File: config.mk
export PLATFORM = sky130hd
export DESIGN_NAME = teq_front
export DESIGN_NICKNAME = d
export VERILOG_FILES = /design/src/teq_pkg.sv /design/src/teq_front.sv
export SDC_FILE = /design/constraint.sdc
export NUM_CORES = 1
export LEC_CHECK = 0
export ABC_AREA = 1
export BUFFER_PORTS_ARGS = -buffer_cell sky130_fd_sc_hd__buf_2
export CORE_MARGIN = 10
export CORE_UTILIZATION = 29
export DETAILED_ROUTE_END_ITERATION = 8
export PLACE_DENSITY = 0.57
export SETUP_SLACK_MARGIN = 0.1
export SYNTH_ARGS = -nofsm -noshare
export SYNTH_HDL_FRONTEND = slang
export SYNTH_SLANG_ARGS = --single-unit
File: constraint.sdc
create_clock -name clk -period 17.8 [get_ports clk]
set_input_delay 0.89 -clock clk [delete_from_list [all_inputs] [get_ports clk]]
set_output_delay 0.89 -clock clk [all_outputs]
set_load 0.05 [all_outputs]
File: src/teq_pkg.sv
package teq_pkg;

    localparam int SLOTS = 64;
    localparam int CW    = $clog2(SLOTS + 1);

    localparam logic [1:0] OP_REGISTER = 2'd0;
    localparam logic [1:0] OP_CANCEL   = 2'd1;
    localparam logic [1:0] OP_TICK     = 2'd2;
    localparam logic [1:0] OP_RESERVED = 2'd3;

    localparam logic [2:0] EV_REGISTERED = 3'd0;
    localparam logic [2:0] EV_FULL       = 3'd1;
    localparam logic [2:0] EV_CANCELLED  = 3'd2;
    localparam logic [2:0] EV_NOT_FOUND  = 3'd3;
    localparam logic [2:0] EV_EXPIRED    = 3'd4;
    localparam logic [2:0] EV_NOTHING    = 3'd5;

    typedef struct packed {
        logic [1:0]  opcode;
        logic [31:0] wake_time;
        logic [15:0] owner_process;
        logic [31:0] user_tag;
        logic [31:0] cancel_handle;
        logic [31:0] now_tick;
    } cmd_t;

    typedef struct packed {
        logic        valid;
        logic [2:0]  event_kind;
        logic [31:0] handle;
        logic [15:0] fired_owner;
        logic [31:0] fired_tag;
        logic        final_flag;
    } result_t;

    typedef enum logic [1:0] {
        ST_IDLE,
        ST_REG,
        ST_SCAN,
        ST_POP
    } back_state_t;

endpackage

File: src/teq_front.sv
module teq_front (
    input  logic            clk,
    input  logic            rst_n,
    input  logic            in_valid,
    output logic            in_ready,
    input  teq_pkg::cmd_t   in_cmd,
    output logic            cmd_valid,
    input  logic            cmd_pop,
    output teq_pkg::cmd_t   cmd_head
);

    teq_pkg::cmd_t fifo_reg [2];
    logic       wr_ptr_reg, wr_ptr_next;
    logic       rd_ptr_reg, rd_ptr_next;
    logic [1:0] count_reg, count_next;
    logic       push;
    logic       pop;

    assign in_ready  = (count_reg != 2'd2);
    // drop undefined opcodes at the door
    assign push      = in_valid && in_ready && (in_cmd.opcode != teq_pkg::OP_RESERVED);
    assign cmd_valid = (count_reg != 2'd0);
    assign pop       = cmd_pop && cmd_valid;
    assign cmd_head  = fifo_reg[rd_ptr_reg];

    always_comb
    begin
        wr_ptr_next = wr_ptr_reg ^ push;
        rd_ptr_next = rd_ptr_reg ^ pop;
        count_next  = count_reg + {1'b0, push} - {1'b0, pop};
    end

    always_ff @(posedge clk or negedge rst_n)
    begin
        if (!rst_n)
        begin
            wr_ptr_reg <= 1'b0;
            rd_ptr_reg <= 1'b0;
            count_reg  <= 2'd0;
        end
        else
        begin
            wr_ptr_reg <= wr_ptr_next;
            rd_ptr_reg <= rd_ptr_next;
            count_reg  <= count_next;
        end
    end

    always_ff @(posedge clk)
    begin
        if (push)
        begin
            fifo_reg[wr_ptr_reg] <= in_cmd;
        end
    end

endmodule

Word level (Yosys, flattened, before mapping)
Memories as Yosys holds them, arrays and structs flattened.
Index checks and enable logic that the tools add are counted.
Operators by class
  add/sub/neg operators: 2
  eq/ne operators: 2
  muxes and demuxes: 2
  bitwise logic cells: 2
  reductions and logical operators: 4
Operators by type and width (number)
  $ne 2x2->1 const B: 2
  $logic_and 1x1->1: 3
  $add 2x1->2: 1
  $mux 1: 2
  $reduce_bool 2->1: 1
  $sub 2x1->2: 1
  $xor 1x1->1: 2
Storage, ports and cells
  flip-flop bits (word level): 4
  bits in writable memories: 292
  logic and storage cells: 16
  memories: 1
Memory list
  fifo_reg: words 2, bits a word 146, rd ports 1, clocked after memory_dff 0, wr ports 1, RTL line teq_front.sv:12  | teq_pkg::cmd_t fifo_reg [2];

Longest topological paths before layout
Gate-level depths: netlist of the first run.
  depth in word-level cells: 5
  mapped depth: 13

Worst setup path before layout of the first run
OpenSTA, ideal clock, no wires.
  path kind: input to register
  start: input in_cmd[144] (netlist name)
  end: memory fifo_reg[1][0] (netlist name), enable pin
  setup time: 654 ps
  data arrival time: 7180 ps
  required time: 17146 ps
  path slack: 9966 ps
  cell stages on the path: 3
  path buffers: 0
  cell sequence: nand2_1 > nand3_1 > nor2_1
Between the ends
  cells in the longest elaborated chain, start to end: 4
RTL lines
  from (decl): RTL line teq_front.sv:6  | input teq_pkg::cmd_t in_cmd,
  $ne 2x2->1: RTL line teq_front.sv:21  | assign push = in_valid && in_ready && (in_cmd.opcode != teq_pkg::OP_RESERVED);
  $logic_and 1x1->1: RTL line teq_front.sv:21
  $mux 1: RTL line teq_front.sv:51  | if (push)
  $mux 1 (not written as such): RTL line teq_front.sv:53  | fifo_reg[wr_ptr_reg] <= in_cmd;
  to (decl): RTL line teq_front.sv:12
No other way between the ends.

==> results of run 1 <==
-- kinds of logic after synthesis --
family                   after synthesis  share of synthesized area
XOR/XNOR                               1                   0.000800
adder cells (fa/ha/maj)                2                    0.00229
buffers and inverters                 43                     0.0314
AND/OR/NAND/NOR                      453                      0.156
flip-flops                           296                      0.810
-- routing by layer --
| metal | track usage | part of all wire | up-vias |
|---|---|---|---|
| li1 | - | - | 3284 |
| met1 | 0.142 | 0.44 | 3176 |
| met2 | 0.171 | 0.45 | 257 |
| met3 | 0.0447 | 0.094 | 36 |
| met4 | 0.0305 | 0.017 | 6 |
| met5 | 0 | 0.0015 | - |
-- power by group --
group | total, uW | switching, uW | leakage (uW) | internal (uW)
Combinational | 1180 | 962 | 0.00262 | 214
Sequential | 969 | 55.8 | 0.00274 | 914
Clock | 592 | 249 | 0.000456 | 344
Total | 2740 | 1270 | 0.00582 | 1470
-- worst max path at each step --
stage | from | cells after the start | to
floorplan | in_cmd[144] | 3 | fifo_reg[1][0]
detailed placement | in_cmd[144] | 6 | fifo_reg[1][82]
finish | rd_ptr_reg | 5 | cmd_head[20]
CTS | rd_ptr_reg | 5 | cmd_head[125]
global route | rd_ptr_reg | 5 | cmd_head[7]
global placement | in_cmd[144] | 6 | fifo_reg[1][66]
-- layout by cell type, fill, tap and decap left out --
| cell | count |
|---|---|
| nand2_1 | 448 |
| clkinv_2 | 5 |
| dfrtp_1 | 3 |
| nor2_4 | 1 |
| clkbuf_16 | 31 |
| nand3_1 | 2 |
| clkinv_1 | 10 |
| clkbuf_1 | 5 |
| nor2_1 | 2 |
| inv_4 | 1 |
| diode_2 | 2 |
| xor2_1 | 1 |
| buf_4 | 6 |
| dfrtp_4 | 1 |
| edfxtp_1 | 292 |
| inv_1 | 10 |
| buf_2 | 297 |
| ha_1 | 1 |
| clkinv_4 | 1 |
| ha_4 | 1 |
| bufinv_16 | 2 |
-- critical path: cells and delay by family, from the launching register on --
kind                   cells  cell delay [ps]
buffers and inverters      3             1700
AND/OR/NAND/NOR            2              270
flip-flops                 1              760
-- area by class of cell --
cell class              count  area (um2)  share of cell area
flip-flops and latches    296        8870               0.644
multi-input cells         456        1760               0.128
inverters                  11        43.8             0.00318
well taps                 511         639              0.0464
repair buffers            303        1530               0.111
diodes                      2        5.00            0.000363
clock inverters            18         131             0.00954
clock buffers              36         795              0.0577
-- through the flow --
stage	power (uW)	instances	hold slack, ps	setup slack (ps)	instance area [um2]
final	2740	1633	142	13240	13800
after global routing	2890	1631	108	12960	13800
after detailed placement	2190	1577	533	13600	12800
after floorplan	1920	795	501	9970	10900
after CTS	2790	1631	100	13170	13800
after global placement	2180	1577	516	13570	12800
==> out/results.ini, run 1 <==
[run_status]
outcome = finished, final reports clean

[logic_synthesis]
synth_edf_count = 292
yosysMostFrequentCell = nand2_1
synth_nets = 947
yosysUniqueCellTypes = 12
synth_area_per_cell_um2 = 13.8
synth.largest_area_cell = edfxtp_1
synthFlopType = edfxtp_1
ys_seq_area_frac = 0.810
syn-cell-area_um2 = 10900
synth-warning-count = 0
synth_common_cells = 448 x nand2_1, 292 x edfxtp_1, 20 x buf_6
netlist.area_leader.share = 0.801
yosys-top-cells-area = edfxtp_1 80%, nand2_1 15%, buf_6 2.1%
synthCells = 795
synth-seq-cells = 296
async_flop_share = 0.0135

[grt]
grt_first_pass_wirelength_um = 40500
grt_pass1_vias = 6833
grt_use_total = 0.111
grt_start_max_net_pins = 103
grt-ovfl-total = 0
antenna_found_initial = 6

[sta]
slew_viol_final = 0
rsz0062_at_grt = false
worstMarginPinSlew_ps = 1250
fin_crit_ps = 4560
setup_tns_ps = 0
max_freq_mhz = 219
final-hold-violation-count = 0
timing.slew.headroom = 0.164
setup_viol = 0
skew_ps = 14.1
post-route-period-util = 0.256

[drt]
wire_per_inst_um = 16.3
route.vias.total = 6759
vias_per_cell = 4.14
postRouteAntennaNets = 0
routed_wl_um = 26700
drcViolationCount = 0
drt_first_pass_iters = 5
drt_first_iter_violations = 388

[clock_network]
cts_tree = done
cts_buffer_depth = 3
clk_pin_slew_worst_paths_ps = 60
clkLatencyLatePin_ps = 550
cts_buffers = 31
cts-resized-gates = 0
clock-sinks = 296
cts.hold.buffers_added = 0
postCtsSetupBuffers = 0
clockRootBuffer = clkbuf_16
h-tree-depth = 1

[setup_path]
criticalPathCategory = reg -> out
worstReg2RegStart = count_reg[1]
end_kind = primary output
cp_slowest_stage_delay_ps = 840
r2r_setup_slack_ps = 14250
reg2regPathDepth = 5
slowest_stage = buf_4
start_kind = flop
crit_arrival_ps = 3670
reg2reg_to = fifo_reg[1][66]
worstPathCellList = inv_4, buf_4, nand2_1, nand2_1, buf_2
cp_common_cell = nand2_1
cp_max_fo = 102
crit_required_ps = 16910

[die]
fp.dieH_um = 214
die_x_um = 214
die_area_um2 = 45900
coreArea_um2 = 37500
pin_count = 298
start_util = 0.292
fp-row-count = 71

[power_and_ir_drop]
power_leakage_uw = 0.00582
irDropWorstVdd_mv = 0.0970
p_per_area_nw_per_um2 = 199

[job]
drv_cap = 0

[final_layout]
areaGrowthSynthToFinish_pct = 25.8
largest_register_ffs = 292
n_fill_cell = 3688
post-route-util = 0.367
drive_gt1_frac = 0.309
nets = 1251

[placed_design]
dp_hpwl_um = 17700
place_congestion = 0.735
io_buffers = 297

[worst_hold_path]
hold_class = in -> async

(Power assumes the default switching activity.)
==> run 2, diff against run 1 <==
- ABC_AREA: 1 -> 0
- PLACE_DENSITY: 0.57 -> 0.59
- clock period: 17.8 -> 4 ns (I/O delays scaled with it)
==> run 2 against run 1 <==
Effect of this change:
- core utilization is 4.9 points higher
- clock power rose to 4.5 times the previous value
- synthesized cell count down 40%
- synthesized area is 1.2% lower
- global-route usage down 0.41 points
- non-clock buffer count rose by 149
- sequential power grew to 4.3 times the previous value
- first-iteration DRC count is 46% lower
- hold slack got worse by 94 ps
- register-to-register slack got worse by 13000 ps
- critical endpoint is now cmd_head[88]
- largest cell class unchanged
==> out/results.ini, run 2 <==
[setup_path]
end_kind = primary output
start_kind = flop
crit_required_ps = 3800
worstReg2RegStart = count_reg[0]
cp_max_fo = 47
r2r_setup_slack_ps = 1750
reg2regPathDepth = 4
worstPathCellList = buf_4, mux2_2, buf_2
criticalPathCategory = reg -> out
slowest_stage = buf_4
cp_slowest_stage_delay_ps = 540
reg2reg_to = fifo_reg[0][37]
crit_arrival_ps = 2340

[clock_network]
clockRootBuffer = clkbuf_16
clock-sinks = 296
cts-resized-gates = 0
clk_pin_slew_worst_paths_ps = 60
cts_tree = done
clkLatencyLatePin_ps = 550
postCtsSetupBuffers = 0
cts.hold.buffers_added = 148
h-tree-depth = 1
cts_buffer_depth = 3
cts_buffers = 31

[sta]
fin_crit_ps = 2540
timing.slew.headroom = 0.519
setup_viol = 0
worstMarginPinSlew_ps = 721
fin_hold_ws_ps = 48.0
post-route-period-util = 0.634
setup_tns_ps = 0
skew_ps = 9.86
slew_viol_final = 0
final-hold-violation-count = 0
worst_slack_ps = 1460
rsz0062_at_grt = false
max_freq_mhz = 394

[die]
die_x_um = 213
coreArea_um2 = 36700
fp-row-count = 70
start_util = 0.295
pin_count = 298
fp.dieH_um = 213
die_area_um2 = 45400

[worst_hold_path]
hold_class = in -> async

[power_and_ir_drop]
power_leakage_uw = 0.00568
p_per_area_nw_per_um2 = 757
irDropWorstVdd_mv = 0.437

[grt]
grt_use_total = 0.107
grt-ovfl-total = 0
grt_pass1_vias = 6722
grt_start_max_net_pins = 74
antenna_found_initial = 1
grt_first_pass_wirelength_um = 38300

[logic_synthesis]
yosysUniqueCellTypes = 18
synth_edf_count = 292
synthCells = 480
synth-seq-cells = 296
netlist.area_leader.share = 0.810
synth_common_cells = 292 x edfxtp_1, 146 x mux2_2, 15 x buf_6
synth.largest_area_cell = edfxtp_1
synth_nets = 632
synthFlopType = edfxtp_1
synth_area_per_cell_um2 = 22.5
syn-cell-area_um2 = 10800
yosysMostFrequentCell = edfxtp_1
synth-warning-count = 0
async_flop_share = 0.0135
yosys-top-cells-area = edfxtp_1 81%, mux2_2 15%, buf_6 1.6%
ys_seq_area_frac = 0.820

[final_layout]
layout.cells.non_filler = 1436
final_cell_mix = 297 x buf_2, 292 x edfxtp_1, 148 x dlygate4sd3_1, 146 x mux2_2, 31 x clkbuf_16
diodes = 0
post-route-util = 0.416
largest_register_ffs = 292
areaGrowthSynthToFinish_pct = 41.1
drive_gt1_frac = 0.506
layout_commonest_cell = buf_2
n_fill_cell = 3276
nets = 1101

[placed_design]
io_buffers = 297
placed_cells = 1236
dp_slack_ps = 1670
place_congestion = 0.696
dp_hpwl_um = 16400

[run_status]
outcome = finished, final reports clean

[drt]
routed_wl_um = 25300
postRouteAntennaNets = 0
drcViolationCount = 0
route.vias.total = 6066
drt_first_pass_iters = 4
drt_first_iter_violations = 210
wire_per_inst_um = 17.6
vias_per_cell = 4.22

[job]
drv_cap = 0

==> run 2: cell count changes in the layout (fill, tap and decap cells not counted), sizes merged, moves of 2 or more <==
cell	before	now
nand2	448	3
dlygate4sd3	0	148
mux2	0	146
inv	11	3
clkinv	16	9
clkbuf	36	40
a21oi	0	3
diode	2	0
nand3	2	0
==> run 2: cells by family (layout without fill, tap and decap cells) <==
kind of cell / count (synthesis) / after routing / share of synthesized area
AOI/OAI and AO/OA: 7 / 7 / 0.00428
muxes: 146 / 146 / 0.152
DFF: 296 / 296 / 0.820
adders and majority gates: 2 / 2 / 0.00231
xor gates and xnor gates: 2 / 2 / 0.00162
buffers and inverters: 19 / 507 / 0.0171
and+or+nand+nor: 8 / 8 / 0.00324
==> run 2: how the worst max path moves through the flow <==
stage	start	to	slack [ps]
2_1_floorplan	count_reg[0]	fifo_reg[0][0]	1000
3_3_place_gp	in_cmd[144]	fifo_reg[0][37]	1700
3_5_place_dp	in_cmd[144]	fifo_reg[0][42]	1670
4_1_cts	rd_ptr_reg	cmd_head[73]	1400
5_1_grt	rd_ptr_reg	cmd_head[88]	1350
6_report	rd_ptr_reg	cmd_head[88]	1460
==> run 2: stage by stage <==
stage,power [uW],instance area [um2]
floorplan,7890,10800
global placement,8890,12900
detailed placement,8910,12900
CTS,11800,15300
global route,12100,15300
finish,11600,15300
==> run 2: cell type report <==
| type | instances | area [um2] | area share |
|---|---|---|---|
| Timing Repair Buffer | 452 | 3080 | 0.202 |
| Sequential cell | 296 | 8870 | 0.581 |
| Clock inverter | 12 | 125 | 0.00819 |
| Inverter | 3 | 11.3 | 0.000737 |
| Tap cell | 468 | 586 | 0.0383 |
| Multi-Input combinational cell | 165 | 1780 | 0.117 |
| Clock buffer | 40 | 810 | 0.0530 |
==> run 2: worst max-delay path, delay by kind of cell (launching register included) <==
family,cells,cell delay [ps]
DFF,1,530
buffers and inverters,2,760
muxes,1,440
==> run 2: where the power goes <==
group,switching (uW),internal [uW],leakage [uW],total [uW]
Sequential,132,4060,0.00274,4190
Clock,1090,1600,0.000451,2690
Combinational,3380,1310,0.00249,4690
==> run 2: metal layers <==
metal	global-route usage	up-vias	part of all wire
met4	0.0342	2	0.020
met1	0.128	2980	0.40
li1	-	2846	-
met2	0.181	202	0.50
met3	0.0317	36	0.074
met5	0	-	0.00051
==> run 3, diff against run 2 <==
- PLACE_DENSITY: 0.59 -> 0.57
- clock period: 4 -> 2.4 ns (I/O delays scaled with it)
==> run 3 against run 2 <==
Effect of this change:
- via count rose by 0.31%
- clock power rose by 60%
- routed wire length fell by 0.47%
- power rose by 66%
- flip-flop and latch count did not move
- worst setup slack got worse by 1200 ps
- global-route usage barely moved
- critical endpoint is now cmd_head[126]
- highest routed layer is now met4
==> out/results.ini, run 3 (synthesized netlist as in run 2, its figures left out) <==
[sta]
setup_viol = 0
timing.slew.headroom = 0.654
max_freq_mhz = 468
worst_slack_ps = 262
skew_ps = 9.03
worstMarginPinSlew_ps = 519
post-route-period-util = 0.891
slew_viol_final = 0
fin_crit_ps = 2140
fin_hold_ws_ps = 204
rsz0062_at_grt = false
final-hold-violation-count = 0

[drt]
routed_wl_um = 25200
drcViolationCount = 0
drt_first_pass_iters = 4
postRouteAntennaNets = 0
route.vias.total = 6085
wire_per_inst_um = 17.4
vias_per_cell = 4.20
drt_first_iter_violations = 231

[setup_path]
slowest_stage = dfrtp_4
crit_family = buffers and inverters
criticalPathCategory = reg -> out
crit_arrival_ps = 2020
crit_required_ps = 2280
end_kind = primary output
path_buf_inv = 2
worstPathCellList = buf_12, mux2_2, buf_2
cp_slowest_stage_delay_ps = 450
cp_max_fo = 64
start_kind = flop

[die]
coreArea_um2 = 36700
fp-row-count = 70
fp.dieH_um = 213
die_x_um = 213
pin_count = 298
start_util = 0.295
die_area_um2 = 45400

[final_layout]
nets = 1114
ff_latch_area_um2 = 8870
drive_gt1_frac = 0.514
final_cell_mix = 297 x buf_2, 292 x edfxtp_1, 149 x dlygate4sd3_1, 146 x mux2_2, 31 x clkbuf_16
postLayoutCellArea_um2 = 15400
post-route-util = 0.419
largest_register_ffs = 292
n_fill_cell = 3254
multiInputGateArea_um2 = 1780
layout_commonest_cell = buf_2
areaGrowthSynthToFinish_pct = 42.1

[power_and_ir_drop]
swShare = 0.398
power_leakage_uw = 0.00575
power.share.clock = 0.224
p_per_area_nw_per_um2 = 1250
combPwrFrac = 0.414
seqPwrFrac = 0.362
irDropWorstVdd_mv = 0.804
p_int_uw = 11600
power.switching_uw = 7660

[placed_design]
place_congestion = 0.725
postPlaceCellArea_um2 = 13000
dp_hpwl_um = 16600
io_buffers = 297
dp_slack_ps = 435

[job]
drv_cap = 0

[clock_network]
clock-sinks = 296
postCtsSetupBuffers = 0
cts_buffers = 31
cts_tree = done
cts_buffer_depth = 3
clk_pin_slew_worst_paths_ps = 60
h-tree-depth = 1
clkLatencyLatePin_ps = 550
clockRootBuffer = clkbuf_16

[grt]
grt_start_max_net_pins = 82
grt-ovfl-total = 0
grt_use_total = 0.107
grt_first_pass_wirelength_um = 38600
antenna_found_initial = 0
grt_pass1_vias = 6766

[run_status]
outcome = finished, final reports clean

[worst_hold_path]
hold_class = in -> reg

[run 3: cell types whose count changed in the layout (fill, tap and decap cells not counted)]
cell	change
diode_2	+1
bufinv_16	-1
clkinv_1	+1
buf_4	+9
clkbuf_1	-4
clkinv_2	+2
dlygate4sd3_1	+1
buf_12	+3
[run 3: layout make-up]
| type | count | share of cell area |
|---|---|---|
| antenna | 1 | 0.000163 |
| clock buffer | 36 | 0.0517 |
| clock inverter | 14 | 0.00708 |
| inverter | 3 | 0.000732 |
| multi-input combinational | 165 | 0.116 |
| sequential | 296 | 0.577 |
| tap | 468 | 0.0381 |
| timing repair buffer | 465 | 0.209 |
[run 3: what timing repair did]
action,4_1_cts,5_1_grt
hold buffers,149,0
gates resized for setup,0,0
hold endpoints to repair,297,0
[run 3: worst paths after layout]
check | start | endpoint | slack, ps | cells past startpoint
worst max-delay path | rd_ptr_reg | cmd_head[126] | 260 | 3
worst min-delay path | in_valid | count_reg[1] | 200 | 4
worst max register to register | count_reg[0] | fifo_reg[1][100] | 490 | 4
worst min register to register | count_reg[0] | count_reg[0] | 600 | 1
max in group asynchronous | rst_n | rd_ptr_reg | 1690 | 3
min in group asynchronous | rst_n | count_reg[1] | 500 | 3
[run 3: worst reg2reg max path, delay by kind of cell (launching register included)]
family / cells / cell delay, ps
and+or+nand+nor: 1 / 530
DFF: 1 / 410
buffers and inverters: 2 / 350
AOI/OAI and AO/OA: 1 / 300
[run 3: metal layers]
| layer | track usage | part of all wire | routed length (um) |
|---|---|---|---|
| met3 | 0.0345 | 0.079 | 1980 |
| met1 | 0.127 | 0.41 | 10200 |
| met4 | 0.0330 | 0.021 | 539 |
| met5 | 0 | 0 | 0 |
| met2 | 0.181 | 0.49 | 12400 |
[run 3: power groups by stage]
stage	Combinational [uW]	Clock [uW]	Sequential [uW]
after floorplan	6100	0	7060
after global placement	7890	0	7030
after detailed placement	7890	0	7060
after CTS	8120	4460	6960
after global routing	8370	4680	7030
final	7970	4310	6950
[run 3: through the flow]
step | instances | power [uW] | TNS, ps
floorplan | 480 | 13200 | -161780
global placement | 1248 | 14900 | 0
detailed placement | 1248 | 14900 | 0
CTS | 1447 | 19500 | 0
global route | 1447 | 20100 | 0
finish | 1448 | 19200 | 0
